**config.mk**
```make
export PLATFORM = sky130hd
export DESIGN_NAME = lz_run_window_decoder_unit
export DESIGN_NICKNAME = d
export VERILOG_FILES = /design/src/hw/rtl/lzrw_pkg.sv /design/src/hw/rtl/lz_run_window_decoder_unit.sv /design/src/hw/rtl/lzrw_window.sv
export SDC_FILE = /design/constraint.sdc
export NUM_CORES = 2
export LEC_CHECK = 0
export ABC_AREA = 1
export BUFFER_PORTS_ARGS = -buffer_cell sky130_fd_sc_hd__buf_4
export CAP_MARGIN = 0
export CELL_PAD_IN_SITES_DETAIL_PLACEMENT = 0
export CELL_PAD_IN_SITES_GLOBAL_PLACEMENT = 1
export CORE_ASPECT_RATIO = 1.25
export CORE_MARGIN = 2
export CORE_UTILIZATION = 35
export CTS_CLUSTER_DIAMETER = 60
export DETAILED_ROUTE_END_ITERATION = 8
export PLACE_DENSITY = 0.63
export SLEW_MARGIN = 15
export SYNTH_ARGS = -nofsm -noshare
export SYNTH_HDL_FRONTEND = slang
export SYNTH_SLANG_ARGS = --single-unit
```
**constraint.sdc**
```tcl
create_clock -name clk -period 32.7 [get_ports clk]
set_input_delay 6.54 -clock clk [delete_from_list [all_inputs] [get_ports clk]]
set_output_delay 6.54 -clock clk [all_outputs]
set_load 0.02 [all_outputs]
```
**src/hw/rtl/lzrw_pkg.sv**
```systemverilog
// Shared constants for the LZ run window decoder.
// No dependencies; used by the top level, the window memory, the checker and the testbench.
package lzrw_pkg;

    // Ring window depth (one byte per entry)
    localparam int WINDOW_DEPTH = 256;

    // Header byte fields
    localparam logic [7:0] HDR_COUNT_MASK = 8'h7f;
    localparam logic [7:0] HDR_COPY_FLAG  = 8'h80;

    // Bytes carried by one result
    localparam logic [1:0] CNT_NONE = 2'd0;
    localparam logic [1:0] CNT_ONE  = 2'd1;
    localparam logic [1:0] CNT_TWO  = 2'd2;

endpackage

```
**src/hw/rtl/lz_run_window_decoder_unit.sv**
```systemverilog
// LZ run window decoder top level: token parser, copy sequencer, output register.
// Depends on lzrw_pkg and lzrw_window.
//
//  channel | signals                                          | direction
//  --------+--------------------------------------------------+----------
//  in      | in_valid, in_stall, data_byte, start_stream      | consumed
//  out     | out_valid, out_stall, byte_first, byte_second,   | produced
//          | byte_count, run_last, stream_end                 |
//
// A literal byte needs the output register free. A copy run of N bytes holds
// the input after the distance byte until its last byte is written: each byte
// is a read then a write, through the window's read and write ports in turn.
// Reset clears the window at once through per-entry valid bits; no sweep.
// A stalled output register holds the input, and the copy sequencer when a result is due.
module lz_run_window_decoder_unit #(
    parameter int WINDOW_DEPTH = lzrw_pkg::WINDOW_DEPTH
) (
    input  logic       clk,
    input  logic       rst_n,
    input  logic       in_valid,
    output logic       in_stall,
    input  logic [7:0] data_byte,
    input  logic       start_stream,
    output logic       out_valid,
    input  logic       out_stall,
    output logic [7:0] byte_first,
    output logic [7:0] byte_second,
    output logic [1:0] byte_count,
    output logic       run_last,
    output logic       stream_end
);

    localparam int AW = $clog2(WINDOW_DEPTH);

    typedef enum logic [1:0] {
        PH_HEADER,
        PH_LITERAL,
        PH_DISTANCE,
        PH_ENDED
    } phase_t;

    typedef enum logic [1:0] {
        ST_IDLE,
        ST_RD,
        ST_WR
    } ctl_t;

    phase_t        phase_reg, phase_next, eff_phase;
    ctl_t          ctl_reg, ctl_next;
    logic [AW-1:0] wp_reg, wp_next;
    logic [6:0]    rem_reg, rem_next;
    logic [7:0]    dist_reg, dist_next;
    logic [6:0]    cnt_reg, cnt_next;
    logic          half_reg, half_next;
    logic [7:0]    hold_reg, hold_next;

    logic          out_valid_reg, out_valid_next;
    logic [7:0]    first_reg, first_next;
    logic [7:0]    second_reg, second_next;
    logic [1:0]    count_reg, count_next;
    logic          last_reg, last_next;
    logic          end_reg, end_next;

    logic          in_xfer;
    logic          out_free;
    logic          emit_now;
    logic          wr_en;
    logic [AW-1:0] wr_addr;
    logic [7:0]    wr_data;
    logic          rd_en;
    logic [AW-1:0] rd_addr;
    logic [7:0]    copy_byte;

    // Handshake
    assign out_free = !out_valid_reg || !out_stall;
    assign in_stall = (ctl_reg != ST_IDLE) || !out_free;
    assign in_xfer  = in_valid && !in_stall;

    // Restart forces header parsing at position zero
    assign eff_phase = start_stream ? PH_HEADER : phase_reg;

    // Copy source is head minus distance, wrapping around the ring
    assign rd_en    = (ctl_reg == ST_RD);
    assign rd_addr  = wp_reg - dist_reg[AW-1:0];
    assign emit_now = half_reg || (cnt_reg == 7'd1);

    lzrw_window #(
        .WINDOW_DEPTH (WINDOW_DEPTH)
    ) u_window (
        .clk     (clk),
        .rst_n   (rst_n),
        .wr_en   (wr_en),
        .wr_addr (wr_addr),
        .wr_data (wr_data),
        .rd_en   (rd_en),
        .rd_addr (rd_addr),
        .rd_data (copy_byte)
    );

    // Parser, copy sequencer and output load
    always_comb
    begin
        phase_next     = phase_reg;
        ctl_next       = ctl_reg;
        wp_next        = wp_reg;
        rem_next       = rem_reg;
        dist_next      = dist_reg;
        cnt_next       = cnt_reg;
        half_next      = half_reg;
        hold_next      = hold_reg;
        out_valid_next = out_valid_reg && out_stall;
        first_next     = first_reg;
        second_next    = second_reg;
        count_next     = count_reg;
        last_next      = last_reg;
        end_next       = end_reg;
        wr_en          = 1'b0;
        wr_addr        = wp_reg;
        wr_data        = data_byte;

        unique case (ctl_reg)
            ST_IDLE:
            begin
                if (in_xfer)
                begin
                    if (start_stream)
                    begin
                        wp_next    = '0;
                        rem_next   = 7'd0;
                        phase_next = PH_HEADER;
                    end
                    unique case (eff_phase)
                        PH_HEADER:
                        begin
                            if (data_byte == 8'h00)
                            begin
                                phase_next     = PH_ENDED;
                                rem_next       = 7'd0;
                                out_valid_next = 1'b1;
                                first_next     = 8'h00;
                                second_next    = 8'h00;
                                count_next     = lzrw_pkg::CNT_NONE;
                                last_next      = 1'b1;
                                end_next       = 1'b1;
                            end
                            else
                            begin
                                rem_next = 7'(data_byte & lzrw_pkg::HDR_COUNT_MASK);
                                if ((data_byte & lzrw_pkg::HDR_COPY_FLAG) != 8'h00)
                                begin
                                    phase_next = PH_DISTANCE;
                                end
                                else
                                begin
                                    phase_next = PH_LITERAL;
                                end
                            end
                        end
                        PH_LITERAL:
                        begin
                            wr_en          = 1'b1;
                            wp_next        = wp_reg + 1'b1;
                            out_valid_next = 1'b1;
                            first_next     = data_byte;
                            second_next    = 8'h00;
                            count_next     = lzrw_pkg::CNT_ONE;
                            last_next      = 1'b1;
                            end_next       = 1'b0;
                            rem_next       = rem_reg - 7'd1;
                            if (rem_reg == 7'd1)
                            begin
                                phase_next = PH_HEADER;
                            end
                        end
                        PH_DISTANCE:
                        begin
                            rem_next   = 7'd0;
                            phase_next = PH_HEADER;
                            // zero-length copy just consumes the distance
                            if (rem_reg != 7'd0)
                            begin
                                dist_next = data_byte;
                                cnt_next  = rem_reg;
                                half_next = 1'b0;
                                ctl_next  = ST_RD;
                            end
                        end
                        PH_ENDED:
                        begin
                            // bytes after the end are dropped
                        end
                        default:
                        begin
                        end
                    endcase
                end
            end
            ST_RD:
            begin
                ctl_next = ST_WR;
            end
            ST_WR:
            begin
                // wait for the output register only when a result is due
                if (!emit_now || out_free)
                begin
                    wr_en    = 1'b1;
                    wr_data  = copy_byte;
                    wp_next  = wp_reg + 1'b1;
                    cnt_next = cnt_reg - 7'd1;
                    if (emit_now)
                    begin
                        out_valid_next = 1'b1;
                        first_next     = half_reg ? hold_reg : copy_byte;
                        second_next    = half_reg ? copy_byte : 8'h00;
                        count_next     = half_reg ? lzrw_pkg::CNT_TWO : lzrw_pkg::CNT_ONE;
                        last_next      = (cnt_reg == 7'd1);
                        end_next       = 1'b0;
                        half_next      = 1'b0;
                    end
                    else
                    begin
                        hold_next = copy_byte;
                        half_next = 1'b1;
                    end
                    ctl_next = (cnt_reg == 7'd1) ? ST_IDLE : ST_RD;
                end
            end
            default:
            begin
                ctl_next = ST_IDLE;
            end
        endcase
    end

    // Control state, copy payload and output register
    always_ff @(posedge clk or negedge rst_n)
    begin
        if (!rst_n)
        begin
            phase_reg     <= PH_HEADER;
            ctl_reg       <= ST_IDLE;
            wp_reg        <= '0;
            rem_reg       <= 7'd0;
            dist_reg      <= 8'h00;
            cnt_reg       <= 7'd0;
            half_reg      <= 1'b0;
            hold_reg      <= 8'h00;
            out_valid_reg <= 1'b0;
            first_reg     <= 8'h00;
            second_reg    <= 8'h00;
            count_reg     <= lzrw_pkg::CNT_NONE;
            last_reg      <= 1'b0;
            end_reg       <= 1'b0;
        end
        else
        begin
            phase_reg     <= phase_next;
            ctl_reg       <= ctl_next;
            wp_reg        <= wp_next;
            rem_reg       <= rem_next;
            dist_reg      <= dist_next;
            cnt_reg       <= cnt_next;
            half_reg      <= half_next;
            hold_reg      <= hold_next;
            out_valid_reg <= out_valid_next;
            first_reg     <= first_next;
            second_reg    <= second_next;
            count_reg     <= count_next;
            last_reg      <= last_next;
            end_reg       <= end_next;
        end
    end

    assign out_valid   = out_valid_reg;
    assign byte_first  = first_reg;
    assign byte_second = second_reg;
    assign byte_count  = count_reg;
    assign run_last    = last_reg;
    assign stream_end  = end_reg;

endmodule

```
**src/hw/rtl/lzrw_window.sv**
```systemverilog
// Ring window memory: one write port, one registered read port.
// Per-entry valid bits make unwritten entries read as zero after reset.
// Depends on lzrw_pkg for the default depth.
module lzrw_window #(
    parameter int WINDOW_DEPTH = lzrw_pkg::WINDOW_DEPTH,
    localparam int AW = $clog2(WINDOW_DEPTH)
) (
    input  logic          clk,
    input  logic          rst_n,
    input  logic          wr_en,
    input  logic [AW-1:0] wr_addr,
    input  logic [7:0]    wr_data,
    input  logic          rd_en,
    input  logic [AW-1:0] rd_addr,
    output logic [7:0]    rd_data
);

    logic [7:0]              mem [WINDOW_DEPTH];
    logic [WINDOW_DEPTH-1:0] vld_reg;
    logic [7:0]              rd_data_reg;
    logic                    rd_vld_reg;

    // Data array, no reset
    always_ff @(posedge clk)
    begin
        if (wr_en)
        begin
            mem[wr_addr] <= wr_data;
        end
        if (rd_en)
        begin
            rd_data_reg <= mem[rd_addr];
        end
    end

    // Valid bits, cleared at reset
    always_ff @(posedge clk or negedge rst_n)
    begin
        if (!rst_n)
        begin
            vld_reg    <= '0;
            rd_vld_reg <= 1'b0;
        end
        else
        begin
            if (wr_en)
            begin
                vld_reg[wr_addr] <= 1'b1;
            end
            if (rd_en)
            begin
                rd_vld_reg <= vld_reg[rd_addr];
            end
        end
    end

    // Never-written entry reads as zero
    assign rd_data = rd_vld_reg ? rd_data_reg : 8'h00;

endmodule

```
=== After elaboration in Yosys (flattened, before gate mapping) ===
Memories as Yosys holds them, arrays and structs flattened. A register that Yosys moved wholly into a read port is not among the register bits.
Index checks and enable logic that the tools add are counted.

* Flip-flop bits (word level): 321
* Memory bits (writable): 2048
* Output and inout port bits: 22
* Logic and storage cells: 147
* Memories kept: 1

{| class="wikitable"
|+ Memory list
! memory !! depth !! width !! rd ports !! clocked after memory_dff !! wr ports !! RTL line !! text
|-
| u_window.mem || 256 || 8 || 1 || 1 || 1 || lzrw_window.sv:18 || <nowiki>logic [7:0] mem [WINDOW_DEPTH];</nowiki>
|}

* Add/subtract/negate cells: 4
* $lt $le $gt $ge: 3
* Equal/unequal tests: 14
* Muxes and demuxes: 80
* Bitwise logic cells: 2
* Reductions and logical operators: 27

{| class="wikitable"
|+ Operators by type and width
! cell !! count
|-
| $or A256 B256 Y256 || 1
|-
| $mux W8 || 16
|-
| $pmux W8 S2 || 5
|-
| $mux W7 || 6
|-
| $mux W2 || 13
|-
| $mux W1 || 24
|-
| $pmux W7 S3 || 1
|-
| $lt A8 B9 Y1 const B || 2
|-
| $pmux W1 S2 || 8
|-
| $eq A7 B1 Y1 const B || 2
|-
| $pmux W7 S2 || 1
|-
| $sub A7 B1 Y7 const B || 2
|-
| $pmux W2 S3 || 2
|-
| $reduce_and A4 Y1 || 3
|-
| $add A8 B1 Y8 const B || 1
|-
| $bmux W1 S8 || 1
|-
| $demux W1 S8 || 1
|-
| $ge A8 B1 Y1 const B || 1
|-
| $logic_not A8 Y1 || 1
|-
| $ne A2 B2 Y1 const B || 4
|-
| $pmux W2 S2 || 2
|-
| $sub A8 B8 Y8 || 1
|-
| $reduce_bool A7 Y1 || 1
|-
| $reduce_and A3 Y1 || 2
|-
| 16 further kinds || 29
|}

=== Logic depth before layout (Yosys ltp) ===
* Word-level depth: 10
* Depth in mapped cells: 20
* Depth with buffers taken out: 17

=== By module ===
A second synthesis with hierarchy kept.

* Cell total of the unflattened synthesis: 8300
* Area total of the unflattened synthesis: 97175.7 µm²

{| class="wikitable"
|+ By module, submodules not included
! module !! instances !! cells an instance !! area each (µm²)
|-
| lzrw_window || 1 || 7750 || 93134.3
|-
| lz_run_window_decoder_unit || 1 || 550 || 4041.4
|}

=== Worst setup path before layout ===
No wires, ideal clock.

* Path kind: input port to flip-flop
* From: in out_stall
* To: mem u_window.mem[0][0], data pin
* Setup time: 2.188 ns
* Arrival: 16.968 ns
* Path slack: 13.544 ns
* Stages on the path: 5
* Path buffers: 1
* Path through: nand2_1 -> o21bai_2 -> nand2_2 -> clkbuf_1 -> o21ai_0

* Longest elaborated chain between the ends: 5

{| class="wikitable"
|+ RTL lines
! item !! RTL line !! text
|-
| from (decl) || lz_run_window_decoder_unit.sv:25 || <nowiki>input logic out_stall,</nowiki>
|-
| $logic_not A1 Y1 || lz_run_window_decoder_unit.sv:75 || <nowiki>assign out_free = !out_valid_reg || !out_stall;</nowiki>
|-
| $logic_or A1 B1 Y1 || lz_run_window_decoder_unit.sv:75 ||
|-
| $logic_or A1 B1 Y1 || lz_run_window_decoder_unit.sv:205 || <nowiki>if (!emit_now || out_free)</nowiki>
|-
| $mux W8 || lz_run_window_decoder_unit.sv:205 ||
|-
| $mux W8 || lz_run_window_decoder_unit.sv:121 || <nowiki>unique case (ctl_reg)</nowiki>
|-
| named net u_window.wr_data[0] || lzrw_window.sv:12 || <nowiki>input logic [7:0] wr_data,</nowiki>
|-
| to (decl) || lzrw_window.sv:18 ||
|}

The timed path passes the listed nets, and every way through them passes these cells.

=== Final worst setup path ===
* From: in out_stall
* To: out in_stall

* Longest elaborated chain between the ends: 4

{| class="wikitable"
|+ RTL lines
! item !! RTL line !! text
|-
| $logic_not A1 Y1 || lz_run_window_decoder_unit.sv:75 ||
|-
| $logic_or A1 B1 Y1 || lz_run_window_decoder_unit.sv:75 ||
|-
| $logic_not A1 Y1 || lz_run_window_decoder_unit.sv:76 || <nowiki>assign in_stall = (ctl_reg != ST_IDLE) || !out_free;</nowiki>
|-
| $logic_or A1 B1 Y1 || lz_run_window_decoder_unit.sv:76 ||
|-
| to (decl) || lz_run_window_decoder_unit.sv:21 || <nowiki>output logic in_stall,</nowiki>
|}

Every way passes these cells.

==> reports/metrics.cfg <==
[yosys]
avgSynthCellArea_sq_um=11.5
synth_area_leaders=edfxtp_1 (64%), dfrtp_1 (8.3%), o21ai_0 (7.0%), nor2_1 (5.7%), nand2_1 (4.3%)
yosysWarnings=0
syn_area_sq_mm=0.0972
synth_flop_cell=edfxtp_1
synth_top_area_share_pct=63.5
yosys-top-cells-count=edfxtp_1 (2056), nor2_1 (1473), o21ai_0 (1358), nand2_1 (1103), nand3_1 (552)
synth_cells=8428
ys_ff_latch=2377
yosysMostFrequentCell=edfxtp_1
synthArstFlopShare_pct=13.5
ys_seq_area_share_pct=71.8
syn_nets=8457
yosysTopAreaCell=edfxtp_1
synth_cell_types=48
synth_edf_count=2056

[routing]
drc=0
drt_first_pass_iters=5
drtAntennaViolNets=0
wl_met2_microns=148000
viasPerCell=5.33
drt-met1-wl_microns=124000
top_layer_used=met5
met3_length_microns=15800
wl_per_cell_microns=24.6
wirelength_microns=297000
vias=64595
drt_iter0_drc=6257

[global_route]
grt_usage_pct=20.6
grt_pass1_vias=63919
antenna_found_initial=11
grt_overflow_total=0
grt_first_pass_wirelength_microns=432000
grt_max_degree=227

[sta]
clock.fmax_ghz=0.0737
period_needed_ps=13570
finalSetupTns_ps=0
relSlewSlack_pct=19.9
hold_viol=0
rsz0062_at_grt=no
setup_viol=0
fin_skew_ps=44.8
tightest_slew_ps=1200
drv_slew=0
fin_crit_sh_pct=41.5

[clock_network]
h-tree-depth=4
cts_buffer_depth=4
cts_setup_buffers=0
hold_buffers=0
cts_tree=done
numCtsBuffers=230
cts_root_buf=clkbuf_16
ctsResizeCount=0
path_clk_slew_ps=60
cts.sinks=2377
clock_latency_ps=890

[critical_path]
r2r_start=wp_reg[0]
cp-start-kind=input port
r2r_end=u_window.rd_data_reg[1]
arrival_ps=7030
criticalPathCategory=in -> out
r2r_setup_slack_ps=26610
worstPathMaxFanout=3
reg2reg_depth=16
cp.required_ps=26160
end_kind=output pin

[run_status]
status=completed

[worst_hold_path]
hold_end=u_window.vld_reg[3]
hold_depth=2
hold_path_class=reg -> reg
min_from=u_window.vld_reg[3]

[floorplanning]
dieArea_sq_mm=0.282
std_cell_rows=216
die_y_microns=593
core_sq_mm=0.276
io_pins=35
start_util_pct=35.2
die_x_microns=475

[flow_run]
drv_cap=0

[place]
globalplace.congestion=0.826
io_buffers=34
dp.final_hpwl_microns=169000

[layout]
fillCellCount=26378
drive_above_1_share_pct=7.43
nets=8245
largest_register_ffs=2048
area_growth_pct=11.8

## layout by cell type, fill, tap and decap left out, types with 13 or more instances in the layout
cell type,count
a21oi_1,43
buf_4,136
bufinv_16,41
clkbuf_1,37
clkbuf_16,232
clkinv_1,42
clkinv_2,47
dfrtp_1,321
edfxtp_1,2056
ha_1,14
inv_1,255
nand2_1,1094
nand2_2,13
nand3_1,544
nor2_1,1473
o211ai_1,44
o21ai_0,1350
o21ai_1,60
o22ai_1,407
or2_2,61
## layout make-up
cell class | instances | area [sq um] | share of cell area [%]
clock buffer | 279 | 6080 | 5.60
clock inverter | 140 | 1750 | 1.61
sequential | 2377 | 69800 | 64.2
inverter | 272 | 1040 | 0.962
antenna | 4 | 10.0 | 0.00922
tap | 3706 | 4640 | 4.27
timing repair buffer | 147 | 1240 | 1.14
multi-input combinational | 5188 | 24100 | 22.2
## critical path: stages
cell	delay [ps]
buf_4	110
nand2_1	100
nand2_1	110
buf_4	180
## through the flow
| stage | area, sq um | util (%) | worst slack [ps] | std cells | hold WS [ps] |
|---|---|---|---|---|---|
| detailed placement | 101000 | 36.5 | 19110 | 11690 | 443 |
| global placement | 101000 | 36.5 | 19100 | 11690 | 438 |
| global route | 109000 | 39.3 | 19100 | 12111 | 472 |
| finish | 109000 | 39.3 | 19130 | 12113 | 454 |
| floorplan | 97200 | - | 13540 | 8428 | 427 |
| CTS | 109000 | 39.3 | 19110 | 12109 | 458 |
## metal layers
metal  global-route usage [%]  up-vias
met4                     6.71        2
met1                     26.6    32733
li1                         -    29441
met3                     2.59      467
met2                     35.8     1952
met5                        0        -
## worst max path at each step
stage                         start                  to  slack, ps
final                     out_stall            in_stall      19130
after global routing      out_stall            in_stall      19100
after CTS                 out_stall            in_stall      19110
after detailed placement  out_stall            in_stall      19110
after global placement    out_stall            in_stall      19100
after floorplan           out_stall  u_window.mem[0][0]      13540
## cell families after synthesis
logic type      share of synthesized area [%]
fa+ha+maj                               0.214
compound gates                           10.6
xor+xnor                               0.0940
simple gates                             13.6
flops                                    71.8
buf+inv                                  3.69
Power is left out: the tool's default activity adds up to more than one toggle a clock period on the data nets, which glitch-free logic cannot reach.
